==> config.mk <==
export PLATFORM = sky130hd
export DESIGN_NAME = ean8_barcode_pixel_raster
export DESIGN_NICKNAME = d
export VERILOG_FILES = /design/src/hdl/ean8px_pkg.sv /design/src/hdl/ean8_barcode_pixel_raster.sv
export SDC_FILE = /design/constraint.sdc
export NUM_CORES = 1
export LEC_CHECK = 0
export BUFFER_PORTS_ARGS = -buffer_cell sky130_fd_sc_hd__clkbuf_2
export CORE_UTILIZATION = 65
export CTS_CLUSTER_SIZE = 25
export DETAILED_ROUTE_END_ITERATION = 10
export PLACE_DENSITY = 0.88
export SKIP_CTS_REPAIR_TIMING = 1
export SLEW_MARGIN = 15
export SYNTH_ARGS = -nofsm -noshare
export SYNTH_HDL_FRONTEND = slang
export SYNTH_SLANG_ARGS = --single-unit
==> constraint.sdc <==
create_clock -name clk_i -period 10.7 [get_ports clk_i]
set_input_delay 1.07 -clock clk_i [delete_from_list [all_inputs] [get_ports clk_i]]
set_output_delay 1.07 -clock clk_i [all_outputs]
set_load 0.02 [all_outputs]
==> src/hdl/ean8px_pkg.sv <==
// ----------------------------------------------------------------------------
// ean8px_pkg
// Types and constants shared by the EAN-8 pixel raster block.
// ----------------------------------------------------------------------------
`default_nettype none

package ean8px_pkg;

  localparam int unsigned ColW    = 11;
  localparam int unsigned RowW    = 11;
  localparam int unsigned CfgIdxW = 2;
  localparam int unsigned CfgDataW = 32;

  localparam int unsigned ModuleCount = 67;
  localparam int unsigned ModIdxW     = 7;

  // register indexes on the write port
  typedef enum logic [CfgIdxW-1:0] {
    CFG_DIGITS = 2'd0,
    CFG_MARGIN = 2'd1,
    CFG_MWIDTH = 2'd2,
    CFG_HEIGHT = 2'd3
  } cfg_idx_e;

  // reset values of the registers
  localparam logic [31:0] DigitsRst = 32'h0000_0000;
  localparam logic [7:0]  MarginRst = 8'd4;
  localparam logic [4:0]  MwidthRst = 5'd3;
  localparam logic [9:0]  HeightRst = 10'd50;

  // L-code (odd parity) patterns, MSB is the leftmost module
  localparam logic [6:0] LPatterns [10] = '{
    7'h0D, 7'h19, 7'h13, 7'h3D, 7'h23, 7'h31, 7'h2F, 7'h3B, 7'h37, 7'h0B
  };

  typedef struct packed {
    logic [ColW-1:0] pixel_col;
    logic [RowW-1:0] pixel_row;
  } pix_in_t;

  typedef struct packed {
    logic pixel_black;
    logic id_valid;
    logic inside_image;
  } pix_out_t;

endpackage : ean8px_pkg

`default_nettype wire

==> src/hdl/ean8_barcode_pixel_raster.sv <==
// ----------------------------------------------------------------------------
// ean8_barcode_pixel_raster
// Per-pixel lookup of an EAN-8 barcode image with quiet margin.
// ----------------------------------------------------------------------------
// One pixel word is taken on every clock in which start is high; busy stays
// low, so the block never holds off a request. The result appears on res_o
// with res_valid_o high, one result per request, in request order. The request is
// captured, then goes through the column-to-module division, a restoring divider
// split over two register stages, followed by a stage for the module pattern lookup.
// The receiver cannot stall the output.
// Register writes take effect for requests started on the following clock.
`default_nettype none

module ean8_barcode_pixel_raster
  import ean8px_pkg::*;
(
  input  wire logic                clk_i,
  input  wire logic                rst_ni,
  // request
  input  wire logic                start,
  output      logic                busy,
  input  wire pix_in_t             pix_i,
  // result
  output      logic                res_valid_o,
  output      pix_out_t            res_o,
  // register write port
  input  wire logic                cfg_we_i,
  input  wire logic [CfgIdxW-1:0]  cfg_idx_i,
  input  wire logic [CfgDataW-1:0] cfg_wdata_i
);

  localparam int unsigned WideW = 12;

  // --------------------------------------------------------------------------
  // registers
  // --------------------------------------------------------------------------
  logic [31:0] digits_q;
  logic [7:0]  margin_q;
  logic [4:0]  mwidth_q;
  logic [9:0]  height_q;

  always_ff @(posedge clk_i or negedge rst_ni) begin
    if (!rst_ni) begin
      digits_q <= DigitsRst;
      margin_q <= MarginRst;
      mwidth_q <= MwidthRst;
      height_q <= HeightRst;
    end else if (cfg_we_i) begin
      case (cfg_idx_i)
        CFG_DIGITS: digits_q <= cfg_wdata_i;
        CFG_MARGIN: margin_q <= cfg_wdata_i[7:0];
        CFG_MWIDTH: mwidth_q <= cfg_wdata_i[4:0];
        CFG_HEIGHT: height_q <= cfg_wdata_i[9:0];
        default: ;
      endcase
    end
  end

  // --------------------------------------------------------------------------
  // values derived from the registers, registered behind them
  // --------------------------------------------------------------------------
  logic [4:0]        mw_d, mw_q;
  logic [WideW-1:0]  code_w;
  logic [WideW-1:0]  code_end_d, code_end_q;
  logic [WideW-1:0]  total_w_d, total_w_q;
  logic [RowW-1:0]   bar_end_d, bar_end_q;
  logic [RowW-1:0]   total_h_d, total_h_q;
  logic [7:0]        sum_d, sum_q;
  logic              dec_d, dec_q;
  logic [3:0]        chk_q;
  logic              id_ok_d, id_ok_q;
  logic [3:0]        dg [8];

  localparam logic [4:0] MwRst = (MwidthRst == 5'd0) ? 5'd1 : MwidthRst;
  localparam logic [WideW-1:0] CodeWRst = WideW'(ModuleCount * MwRst);

  function automatic logic [3:0] mod10(input logic [7:0] v);
    logic [7:0] r;
    r = v;
    if (r >= 8'd160) r = r - 8'd160;
    if (r >= 8'd80)  r = r - 8'd80;
    if (r >= 8'd40)  r = r - 8'd40;
    if (r >= 8'd20)  r = r - 8'd20;
    if (r >= 8'd10)  r = r - 8'd10;
    return r[3:0];
  endfunction

  always_comb begin
    for (int i = 0; i < 8; i++) begin
      dg[i] = digits_q[31 - 4*i -: 4];
    end
    mw_d       = (mwidth_q == 5'd0) ? 5'd1 : mwidth_q;
    code_w     = WideW'(ModuleCount) * WideW'(mw_d);
    code_end_d = code_w + WideW'(margin_q);
    total_w_d  = code_w + {3'b000, margin_q, 1'b0};
    bar_end_d  = RowW'(height_q) + RowW'(margin_q);
    total_h_d  = RowW'(height_q) + {2'b00, margin_q, 1'b0};
    sum_d      = 8'(3 * ({4'h0, dg[0]} + {4'h0, dg[2]} + {4'h0, dg[4]} + {4'h0, dg[6]}))
               + {4'h0, dg[1]} + {4'h0, dg[3]} + {4'h0, dg[5]};
    dec_d      = 1'b1;
    for (int i = 0; i < 8; i++) begin
      if (dg[i] > 4'd9) dec_d = 1'b0;
    end
  end

  // check digit compare is registered again behind the registered sum
  always_comb begin
    logic [3:0] r;
    logic [3:0] expect_chk;
    r          = mod10(sum_q);
    expect_chk = (r == 4'd0) ? 4'd0 : 4'd10 - r;
    id_ok_d    = dec_q && (expect_chk == chk_q);
  end

  always_ff @(posedge clk_i or negedge rst_ni) begin
    if (!rst_ni) begin
      mw_q       <= MwRst;
      code_end_q <= CodeWRst + WideW'(MarginRst);
      total_w_q  <= CodeWRst + WideW'(2 * MarginRst);
      bar_end_q  <= RowW'(HeightRst) + RowW'(MarginRst);
      total_h_q  <= RowW'(HeightRst) + RowW'(2 * MarginRst);
      sum_q      <= 8'd0;
      dec_q      <= 1'b1;
      chk_q      <= 4'd0;
      id_ok_q    <= 1'b1;
    end else begin
      mw_q       <= mw_d;
      code_end_q <= code_end_d;
      total_w_q  <= total_w_d;
      bar_end_q  <= bar_end_d;
      total_h_q  <= total_h_d;
      sum_q      <= sum_d;
      dec_q      <= dec_d;
      chk_q      <= dg[7];
      id_ok_q    <= id_ok_d;
    end
  end

  // --------------------------------------------------------------------------
  // stage 1: capture request, offset into the code area
  // --------------------------------------------------------------------------
  logic            accept;
  logic            s1_valid_q;
  logic [ColW-1:0] s1_col_d, s1_col_q;
  logic [RowW-1:0] s1_row_d, s1_row_q;
  logic [ColW-1:0] s1_off_d, s1_off_q;
  logic            s1_ge_d, s1_ge_q;

  assign busy   = 1'b0;
  assign accept = start && !busy;

  always_comb begin
    s1_col_d = pix_i.pixel_col;
    s1_row_d = pix_i.pixel_row;
    s1_off_d = pix_i.pixel_col - ColW'(margin_q);
    s1_ge_d  = (pix_i.pixel_col >= ColW'(margin_q)) && (pix_i.pixel_row >= RowW'(margin_q));
  end

  always_ff @(posedge clk_i or negedge rst_ni) begin
    if (!rst_ni) begin
      s1_valid_q <= 1'b0;
    end else begin
      s1_valid_q <= accept;
    end
  end

  always_ff @(posedge clk_i) begin
    if (accept) begin
      s1_col_q <= s1_col_d;
      s1_row_q <= s1_row_d;
      s1_off_q <= s1_off_d;
      s1_ge_q  <= s1_ge_d;
    end
  end

  // --------------------------------------------------------------------------
  // stage 2: region compares, divider quotient bits 6..4
  // --------------------------------------------------------------------------
  logic            s2_valid_q;
  logic            s2_code_d, s2_code_q;
  logic            s2_inside_d, s2_inside_q;
  logic [2:0]      s2_qhi_d, s2_qhi_q;
  logic [ColW-1:0] s2_rem_d, s2_rem_q;

  always_comb begin
    logic [WideW-1:0] rem;
    logic [WideW-1:0] dsh;
    s2_inside_d = ({1'b0, s1_col_q} < total_w_q) && (s1_row_q < total_h_q);
    s2_code_d   = s1_ge_q && ({1'b0, s1_col_q} < code_end_q) && (s1_row_q < bar_end_q);
    rem         = {1'b0, s1_off_q};
    s2_qhi_d    = 3'b000;
    for (int k = 0; k < 3; k++) begin
      dsh = WideW'(mw_q) << (6 - k);
      if (rem >= dsh) begin
        rem             = rem - dsh;
        s2_qhi_d[2 - k] = 1'b1;
      end
    end
    s2_rem_d = rem[ColW-1:0];
  end

  always_ff @(posedge clk_i or negedge rst_ni) begin
    if (!rst_ni) begin
      s2_valid_q <= 1'b0;
    end else begin
      s2_valid_q <= s1_valid_q;
    end
  end

  always_ff @(posedge clk_i) begin
    if (s1_valid_q) begin
      s2_code_q   <= s2_code_d;
      s2_inside_q <= s2_inside_d;
      s2_qhi_q    <= s2_qhi_d;
      s2_rem_q    <= s2_rem_d;
    end
  end

  // --------------------------------------------------------------------------
  // stage 3: divider quotient bits 3..0 -> module index
  // --------------------------------------------------------------------------
  logic               s3_valid_q;
  logic               s3_code_q;
  logic               s3_inside_q;
  logic [ModIdxW-1:0] s3_midx_d, s3_midx_q;

  always_comb begin
    logic [WideW-1:0] rem;
    logic [WideW-1:0] dsh;
    logic [3:0]       qlo;
    rem = {1'b0, s2_rem_q};
    qlo = 4'h0;
    for (int k = 0; k < 4; k++) begin
      dsh = WideW'(mw_q) << (3 - k);
      if (rem >= dsh) begin
        rem        = rem - dsh;
        qlo[3 - k] = 1'b1;
      end
    end
    s3_midx_d = {s2_qhi_q, qlo};
  end

  always_ff @(posedge clk_i or negedge rst_ni) begin
    if (!rst_ni) begin
      s3_valid_q <= 1'b0;
    end else begin
      s3_valid_q <= s2_valid_q;
    end
  end

  always_ff @(posedge clk_i) begin
    if (s2_valid_q) begin
      s3_code_q   <= s2_code_q;
      s3_inside_q <= s2_inside_q;
      s3_midx_q   <= s3_midx_d;
    end
  end

  // --------------------------------------------------------------------------
  // stage 4: module pattern lookup, output register
  // --------------------------------------------------------------------------
  function automatic logic module_bit(input logic [ModIdxW-1:0] m,
                                      input logic [31:0]        digits);
    logic [2:0]         pos;
    logic [ModIdxW-1:0] base;
    logic [2:0]         sub;
    logic [3:0]         d;
    logic [6:0]         pat;
    logic               right;
    logic               b;
    pos   = 3'd0;
    base  = 7'd3;
    right = 1'b0;
    b     = 1'b0;
    if (m < 7'd3) begin
      b = (m == 7'd0) || (m == 7'd2);
    end else if (m >= 7'd64) begin
      b = (m == 7'd64) || (m == 7'd66);
    end else if ((m >= 7'd31) && (m < 7'd36)) begin
      b = (m == 7'd32) || (m == 7'd34);
    end else begin
      if (m < 7'd31) begin
        if (m >= 7'd24)      begin pos = 3'd3; base = 7'd24; end
        else if (m >= 7'd17) begin pos = 3'd2; base = 7'd17; end
        else if (m >= 7'd10) begin pos = 3'd1; base = 7'd10; end
        else                 begin pos = 3'd0; base = 7'd3;  end
      end else begin
        right = 1'b1;
        if (m >= 7'd57)      begin pos = 3'd7; base = 7'd57; end
        else if (m >= 7'd50) begin pos = 3'd6; base = 7'd50; end
        else if (m >= 7'd43) begin pos = 3'd5; base = 7'd43; end
        else                 begin pos = 3'd4; base = 7'd36; end
      end
      sub = 3'(m - base);
      d   = digits[31 - 4*pos -: 4];
      pat = LPatterns[(d < 4'd10) ? d : 4'd0];
      if (right) pat = ~pat;
      b = pat[3'd6 - sub];
    end
    return b;
  endfunction

  logic     res_valid_q;
  pix_out_t res_d, res_q;

  always_comb begin
    res_d.id_valid     = id_ok_q;
    res_d.inside_image = s3_inside_q;
    res_d.pixel_black  = id_ok_q && s3_code_q && module_bit(s3_midx_q, digits_q);
  end

  always_ff @(posedge clk_i or negedge rst_ni) begin
    if (!rst_ni) begin
      res_valid_q <= 1'b0;
    end else begin
      res_valid_q <= s3_valid_q;
    end
  end

  always_ff @(posedge clk_i) begin
    if (s3_valid_q) begin
      res_q <= res_d;
    end
  end

  assign res_valid_o = res_valid_q;
  assign res_o       = res_q;

`ifndef NO_ASSERTIONS
  // a black pixel only comes from a good identifier inside the image
  a_black_implies_ok: assert property (@(posedge clk_i) disable iff (!rst_ni)
    res_valid_o && res_o.pixel_black |-> res_o.id_valid && res_o.inside_image)
    else $error("black pixel with bad identifier or outside image");

  // every word that enters stage 1 leaves through stages 2, 3 and the output register
  a_latency: assert property (@(posedge clk_i) disable iff (!rst_ni)
    res_valid_o == $past(s1_valid_q, 3))
    else $error("result strobe out of step with pipeline");

  // the bar area lies within the image bounds
  a_code_inside: assert property (@(posedge clk_i) disable iff (!rst_ni)
    s2_valid_q && s2_code_q |-> s2_inside_q)
    else $error("bar area word flagged outside image");
`endif

endmodule : ean8_barcode_pixel_raster

`default_nettype wire

# Word-level counts from Yosys, hierarchy flattened
# Memories as Yosys holds them, arrays and structs flattened.
# Index checks and enable logic that the tools add are counted.
dict set report totals {
  regBits 186
  mem_bits_ro 112
  in_bits 60
  output_inout_bits 5
  memories 1
}
dict set report op_classes {
  n_addsub 26
  n_mul 2
  order_cmp 40
  eq_ne 9
  n_shift 1
  n_mux 64
  bitwise_logic 2
  reduce_logical 19
}
# memory words word_bits rd rd_ports_with_merged_regs wr line_no
set memory_table {}
lappend memory_table {{(name not given)} 16 7 1 0 0 ean8_barcode_pixel_raster.sv:296} ;# pat = LPatterns[(d < 4'd10) ? d : 4'd0];
# operator count
set op_table {}
lappend op_table {{2-to-1 mux 12 bit} 5}
lappend op_table {{2-to-1 mux 7 bit} 6}
lappend op_table {{2-to-1 mux 3 bit} 13}
lappend op_table {{indexed part select 35 x 33 -> 4 bit} 1}
lappend op_table {{>= comparator 11 x 8 -> 1 bit} 3}
lappend op_table {{> comparator 4 bit, second input constant} 8}
lappend op_table {{2-to-1 mux 8 bit} 4}
lappend op_table {{2-to-1 mux 1 bit} 26}
lappend op_table {{adder 8 x 4 -> 8 bit} 3}
lappend op_table {{< comparator 11 x 12 -> 1 bit} 2}
lappend op_table {{< comparator 11 bit} 2}
lappend op_table {{>= comparator 7 x 5 -> 1 bit, second input constant} 3}
lappend op_table {{>= comparator 7 x 6 -> 1 bit, second input constant} 3}
lappend op_table {{== test 7 x 6 -> 1 bit, second input constant} 2}
lappend op_table {{== test 7 bit, second input constant} 2}
lappend op_table {{adder 12 x 8 -> 12 bit} 1}
lappend op_table {{adder 12 x 9 -> 12 bit} 1}
lappend op_table {{>= comparator 12 x 10 -> 1 bit} 1}
lappend op_table {{>= comparator 12 x 5 -> 1 bit} 1}
lappend op_table {{>= comparator 12 x 6 -> 1 bit} 1}
lappend op_table {{>= comparator 12 x 7 -> 1 bit} 1}
lappend op_table {{>= comparator 12 x 9 -> 1 bit} 1}
lappend op_table {{multiplier 7 x 5 -> 12 bit, first input constant} 1}
lappend op_table {{2-to-1 mux 4 bit} 3}
lappend op_table {{53 further kinds} 69}

# Logic depth before layout (Yosys ltp)
dict set report depth {
  ltp_word 27
  mapped_depth 39
  mapped_depth_nobuf 37
}

# Worst setup path after synthesis
# OpenSTA, ideal clock, no wires.
dict set report synth_path {
  kind {reg-to-reg}
  from {reg mw_q[1]}
  to {reg s3_midx_q[0] (data pin)}
  setup_ns 0.254
  t_arrival_ns 7.066
  t_required_ns 10.446
  path_slack_ns 3.381
  path_stages_with_launch 37
  path_buffers 2
  cell_sequence {dfstp_2 > inv_1 > ha_1 > nor2b_1 > o21ai_1 > a21boi_1 > o21ai_1 > nand3_1 > buf_1 > mux2_2 > ha_1 > a21oi_1 > o21bai_1 > a21oi_1 > o21ai_0 > and4b_1 > buf_2 > inv_2 > o21ai_0 > inv_1 > ha_1 > nor2b_1 > o21ai_0 > nand2b_1 > a21o_1 > a21oi_1 > nand2_1 > nor4_4 > mux2i_1 > ha_1 > a21oi_1 > nor2b_1 > o21ai_0 > nand2b_1 > a211oi_1 > o2111ai_1 > a21o_1}
}
dict set report synth_between {
  elab_chain_cells 8
  elab_cells_between_ends 11
  classes_between {3 x add/sub; 4 x order compare; 4 x mux}
}
# item line_no
set synth_rtl {}
lappend synth_rtl {{start: declaration} ean8_barcode_pixel_raster.sv:62} ;# logic [4:0] mw_d, mw_q;
lappend synth_rtl {{start signal: assignment} ean8_barcode_pixel_raster.sv:117} ;# mw_q <= MwRst;
lappend synth_rtl {{start signal: assignment} ean8_barcode_pixel_raster.sv:127} ;# mw_q <= mw_d;
lappend synth_rtl {{subtractor 11 x 8 -> 12 bit / >= comparator 11 x 8 -> 1 bit (equally long branches)} {ean8_barcode_pixel_raster.sv:236, ean8_barcode_pixel_raster.sv:235}}
lappend synth_rtl {{2-to-1 mux 12 bit} ean8_barcode_pixel_raster.sv:235} ;# if (rem >= dsh) begin
lappend synth_rtl {{subtractor 12 x 7 -> 12 bit / >= comparator 12 x 7 -> 1 bit (equally long branches)} {ean8_barcode_pixel_raster.sv:236, ean8_barcode_pixel_raster.sv:235}}
lappend synth_rtl {{2-to-1 mux 12 bit} ean8_barcode_pixel_raster.sv:235}
lappend synth_rtl {{subtractor 12 x 6 -> 12 bit / >= comparator 12 x 6 -> 1 bit (equally long branches)} {ean8_barcode_pixel_raster.sv:236, ean8_barcode_pixel_raster.sv:235}}
lappend synth_rtl {{2-to-1 mux 12 bit} ean8_barcode_pixel_raster.sv:235}
lappend synth_rtl {{>= comparator 12 x 5 -> 1 bit (*)} ean8_barcode_pixel_raster.sv:235}
lappend synth_rtl {{2-to-1 mux 1 bit (*)} ean8_barcode_pixel_raster.sv:235}
lappend synth_rtl {{named net s3_midx_d[0]} ean8_barcode_pixel_raster.sv:225} ;# logic [ModIdxW-1:0] s3_midx_d, s3_midx_q;
lappend synth_rtl {{end signal: assignment} ean8_barcode_pixel_raster.sv:255} ;# s3_midx_q <= s3_midx_d;
lappend synth_rtl {{end: declaration} ean8_barcode_pixel_raster.sv:225}
# Mark *: on every way through the listed nets, which the timed path passes. The rest lies on a longest branch.
# A chain may end at the register's enable or synchronous reset.

# Worst setup path in the final report
# Ends and elaborated chain as after synthesis.

==> impl_results.md <==
- Run status: completed
- Highest routed layer: met4
- Syn nets: 1,544
- Final setup fails: 0
- Synth async-reset ratio: 0.665
- Post-synth EDFFs: 62
- RSZ-0062 raised after global routing: false
- Synth Cell Area: 0.0135 mm^2
- Reg clk slew, reported paths: 70 ps
- Multi-input gate area: 0.00784 mm^2
- WP data required: 10,880 ps
- Post-DP HPWL: 22.2 mm
- Num ports: 65
- # port buffers: 63
- Worst slew margin: 0.377
- WS Path Type: reg -> reg
- Crit. End Element: register
- Syn. warnings: 0
- Met3 WL post-DR: 1.40 mm
- Clock skew: 10.2 ps
- Delay-heaviest family, CP: compound AO/OA/AOI/OAI gates
- Max-slew violations: 0
- Overall Global Routing Usage: 0.285
- WL final: 29.6 mm
- Worst path bufs/invs: 4
- Crit path launch type: register
- Max Cap Viol: 0
- Post-Syn Area per Cell: 10.4 um^2
- Via-to-Cell Ratio: 6.11
- Layout cell share with drive strength beyond 1: 0.153
- DP Area: 0.0140 mm^2
- Post-Route M1 WL: 12.0 mm
- Crit path largest cell delay: 600 ps
- Wire per inst: 18.2 um
- Crit path DAT: 8820 ps
- Adder-Cell Fraction of Synth Area: 0.195
- H-tree Lvls: 4
- Clk_lat worst skew: 430 ps
- Clock tree buffer depth: 2
- Largest net degree at the start of global routing: 64
- Vias: 9,956
- Initial Utilization: 0.664
- TritonCTS clock tree: yes
- Yosys cell types: 89
- Core area: 0.0203 mm^2
- Floorplan row count: 52
- Synth area leaders: dfrtp_1 (18%), ha_1 (15%), edfxtp_1 (14%), mux2_2 (5.1%), dfstp_2 (5.1%)
- Post-layout min period: 8640 ps
- Seq/Total Area, Yosys: 0.369
- Total negative slack: 0 ps
- Synth area leader: dfrtp_1
- XOR/XNOR Fraction of Synth Area: 0.0546
- Remaining global-route overflow: 0
- Multiplexer share of the synthesized area: 0.0647
- Share of the synthesized area in the top cell type: 0.180
- Drc violations: 0
- CTS root buf: clkbuf_16
- Hold Vio Cnt, Final: 0
- Compound-Gate Fraction of Synth Area: 0.160
- Hold Path Class: reg -> reg
- Area growth, synth to finish: 8.56%
- Syn Inst Count: 1,291
- Period utilization: 0.807
- Fill cell count: 1,345
- Crit-path slowest cell: dfstp_2
- Detail Route Antenna Nets: 0
- Final nets: 1,599
- Final Cell Area: 0.0146 mm^2
- GPL Wtd Cong: 0.916
- Diodes inserted: 0
- Die Ht: 146 um
- Cts bufs inserted: 17
- Most common cell in the netlist: ha_1
- Clk sinks: 185
- Least-Margin Pin Slew: 935 ps
- Crit-path most repeated cell: o21ai_0
- Simple-gate portion of the synthesized area: 0.106
- FF+latch area: 0.00497 mm^2
- First-pass GRT wire length: 48.1 mm
- Routed wl met2: 15.2 mm
- Router iterations before antenna repair: 6
- Final Util: 0.721
- Commonest cells in the netlist: ha_1 (164), inv_1 (141), dfrtp_1 (97), a21oi_1 (75), o21ai_0 (65)
- Ys flop type: dfrtp_1
- Largest family of logic cells by synthesized area: adder cells
- Fmax: 0.116 GHz
- Synth Register Bits: 185
- Max FO, Critical Path: 12
- Vias in the first global route: 10,016
- First DRT Iteration DRCs: 553
- Initial antenna violation count: 0
- Die area: 0.0213 mm^2
- Die Wd: 146 um
-- area by class of cell --
cell class,count,share of cell area
multi-input combinational,935,0.536
timing repair buffer,65,0.0228
tap,270,0.0231
clock buffer,20,0.0342
inverter,142,0.0364
clock inverter,12,0.00778
sequential,185,0.340
-- worst paths after layout --
check	from	end	slack [ps]	cells past startpoint
setup / recovery	mw_q[1]$_DFF_PN1_	s3_midx_q[0]$_DFFE_PP_	2060	35
min in group asynchronous	rst_ni	height_q[2]$_DFFE_PN0P_	690	1
max in group asynchronous	rst_ni	res_valid_o$_DFF_PN0_	8720	2
setup reg to reg	mw_q[1]$_DFF_PN1_	s3_midx_q[0]$_DFFE_PP_	2060	35
hold reg to reg	height_q[0]$_DFFE_PN0P_	total_h_q[0]$_DFF_PN0_	410	0
hold / removal	height_q[0]$_DFFE_PN0P_	total_h_q[0]$_DFF_PN0_	410	0
-- flip-flops by register name (all words and copies together) (netlist names), 3 cells and up --
name        cells
bar_end_q      11
chk_q           4
code_end_q     12
dg             32
height_q       10
margin_q        8
mw_q            4
mwidth_q        5
res_o           3
s1_col_q       11
s1_off_q       11
s1_row_q       11
s2_qhi_q        3
s2_rem_q       11
s3_midx_q       7
sum_q           8
total_h_q      11
total_w_q      12
-- routing by layer --
layer | track usage | vias to the layer above
met3 | 0.0489 | 84
met5 | 0 | -
met4 | 0.117 | 0
met2 | 0.509 | 323
li1 | - | 4721
met1 | 0.340 | 4828
-- through the flow --
stage	instances	hold WS [ps]	worst slack (ps)
global placement	1597	391	2560
floorplan	1291	369	3380
CTS	1629	408	2140
global route	1629	415	1250
finish	1629	410	2060
detailed placement	1597	392	2240
-- cell usage in the layout, fill, tap and decap left out, types with 6 or more instances in the layout --
cell type | synthesis | routed
mux2i_1 | 17 | 17
a31oi_1 | 7 | 7
o211ai_1 | 6 | 6
nand2b_1 | 26 | 26
a211o_1 | 7 | 7
and3_1 | 8 | 8
ha_1 | 164 | 164
clkbuf_2 | 0 | 62
dfrtp_1 | 97 | 97
nand4_1 | 8 | 8
mux2_2 | 61 | 61
nand3_1 | 17 | 17
and2_1 | 12 | 12
o21ai_0 | 65 | 65
fa_1 | 29 | 29
inv_1 | 141 | 141
clkbuf_16 | 0 | 20
dfstp_2 | 26 | 26
edfxtp_1 | 62 | 62
nand2_1 | 64 | 64
a21o_1 | 61 | 61
a211oi_1 | 10 | 10
a21oi_1 | 75 | 75
xor2_1 | 25 | 25
o21ai_1 | 8 | 8
o21bai_1 | 18 | 18
nor3_1 | 13 | 13
nor2b_1 | 28 | 28
xnor2_1 | 59 | 59
nor2_1 | 38 | 38
-- cells by family (layout without fill, tap and decap cells) --
group | count (synthesis) | after routing
other cells | 1 | 1
fa+ha+maj | 193 | 193
buf+inv | 171 | 239
xor+xnor | 84 | 84
simple gates | 259 | 259
mux | 79 | 79
compound gates | 319 | 319
flops | 185 | 185
Power is not shown: default switching activity piles up to over one toggle a cycle in this logic, so the estimate is an artifact.
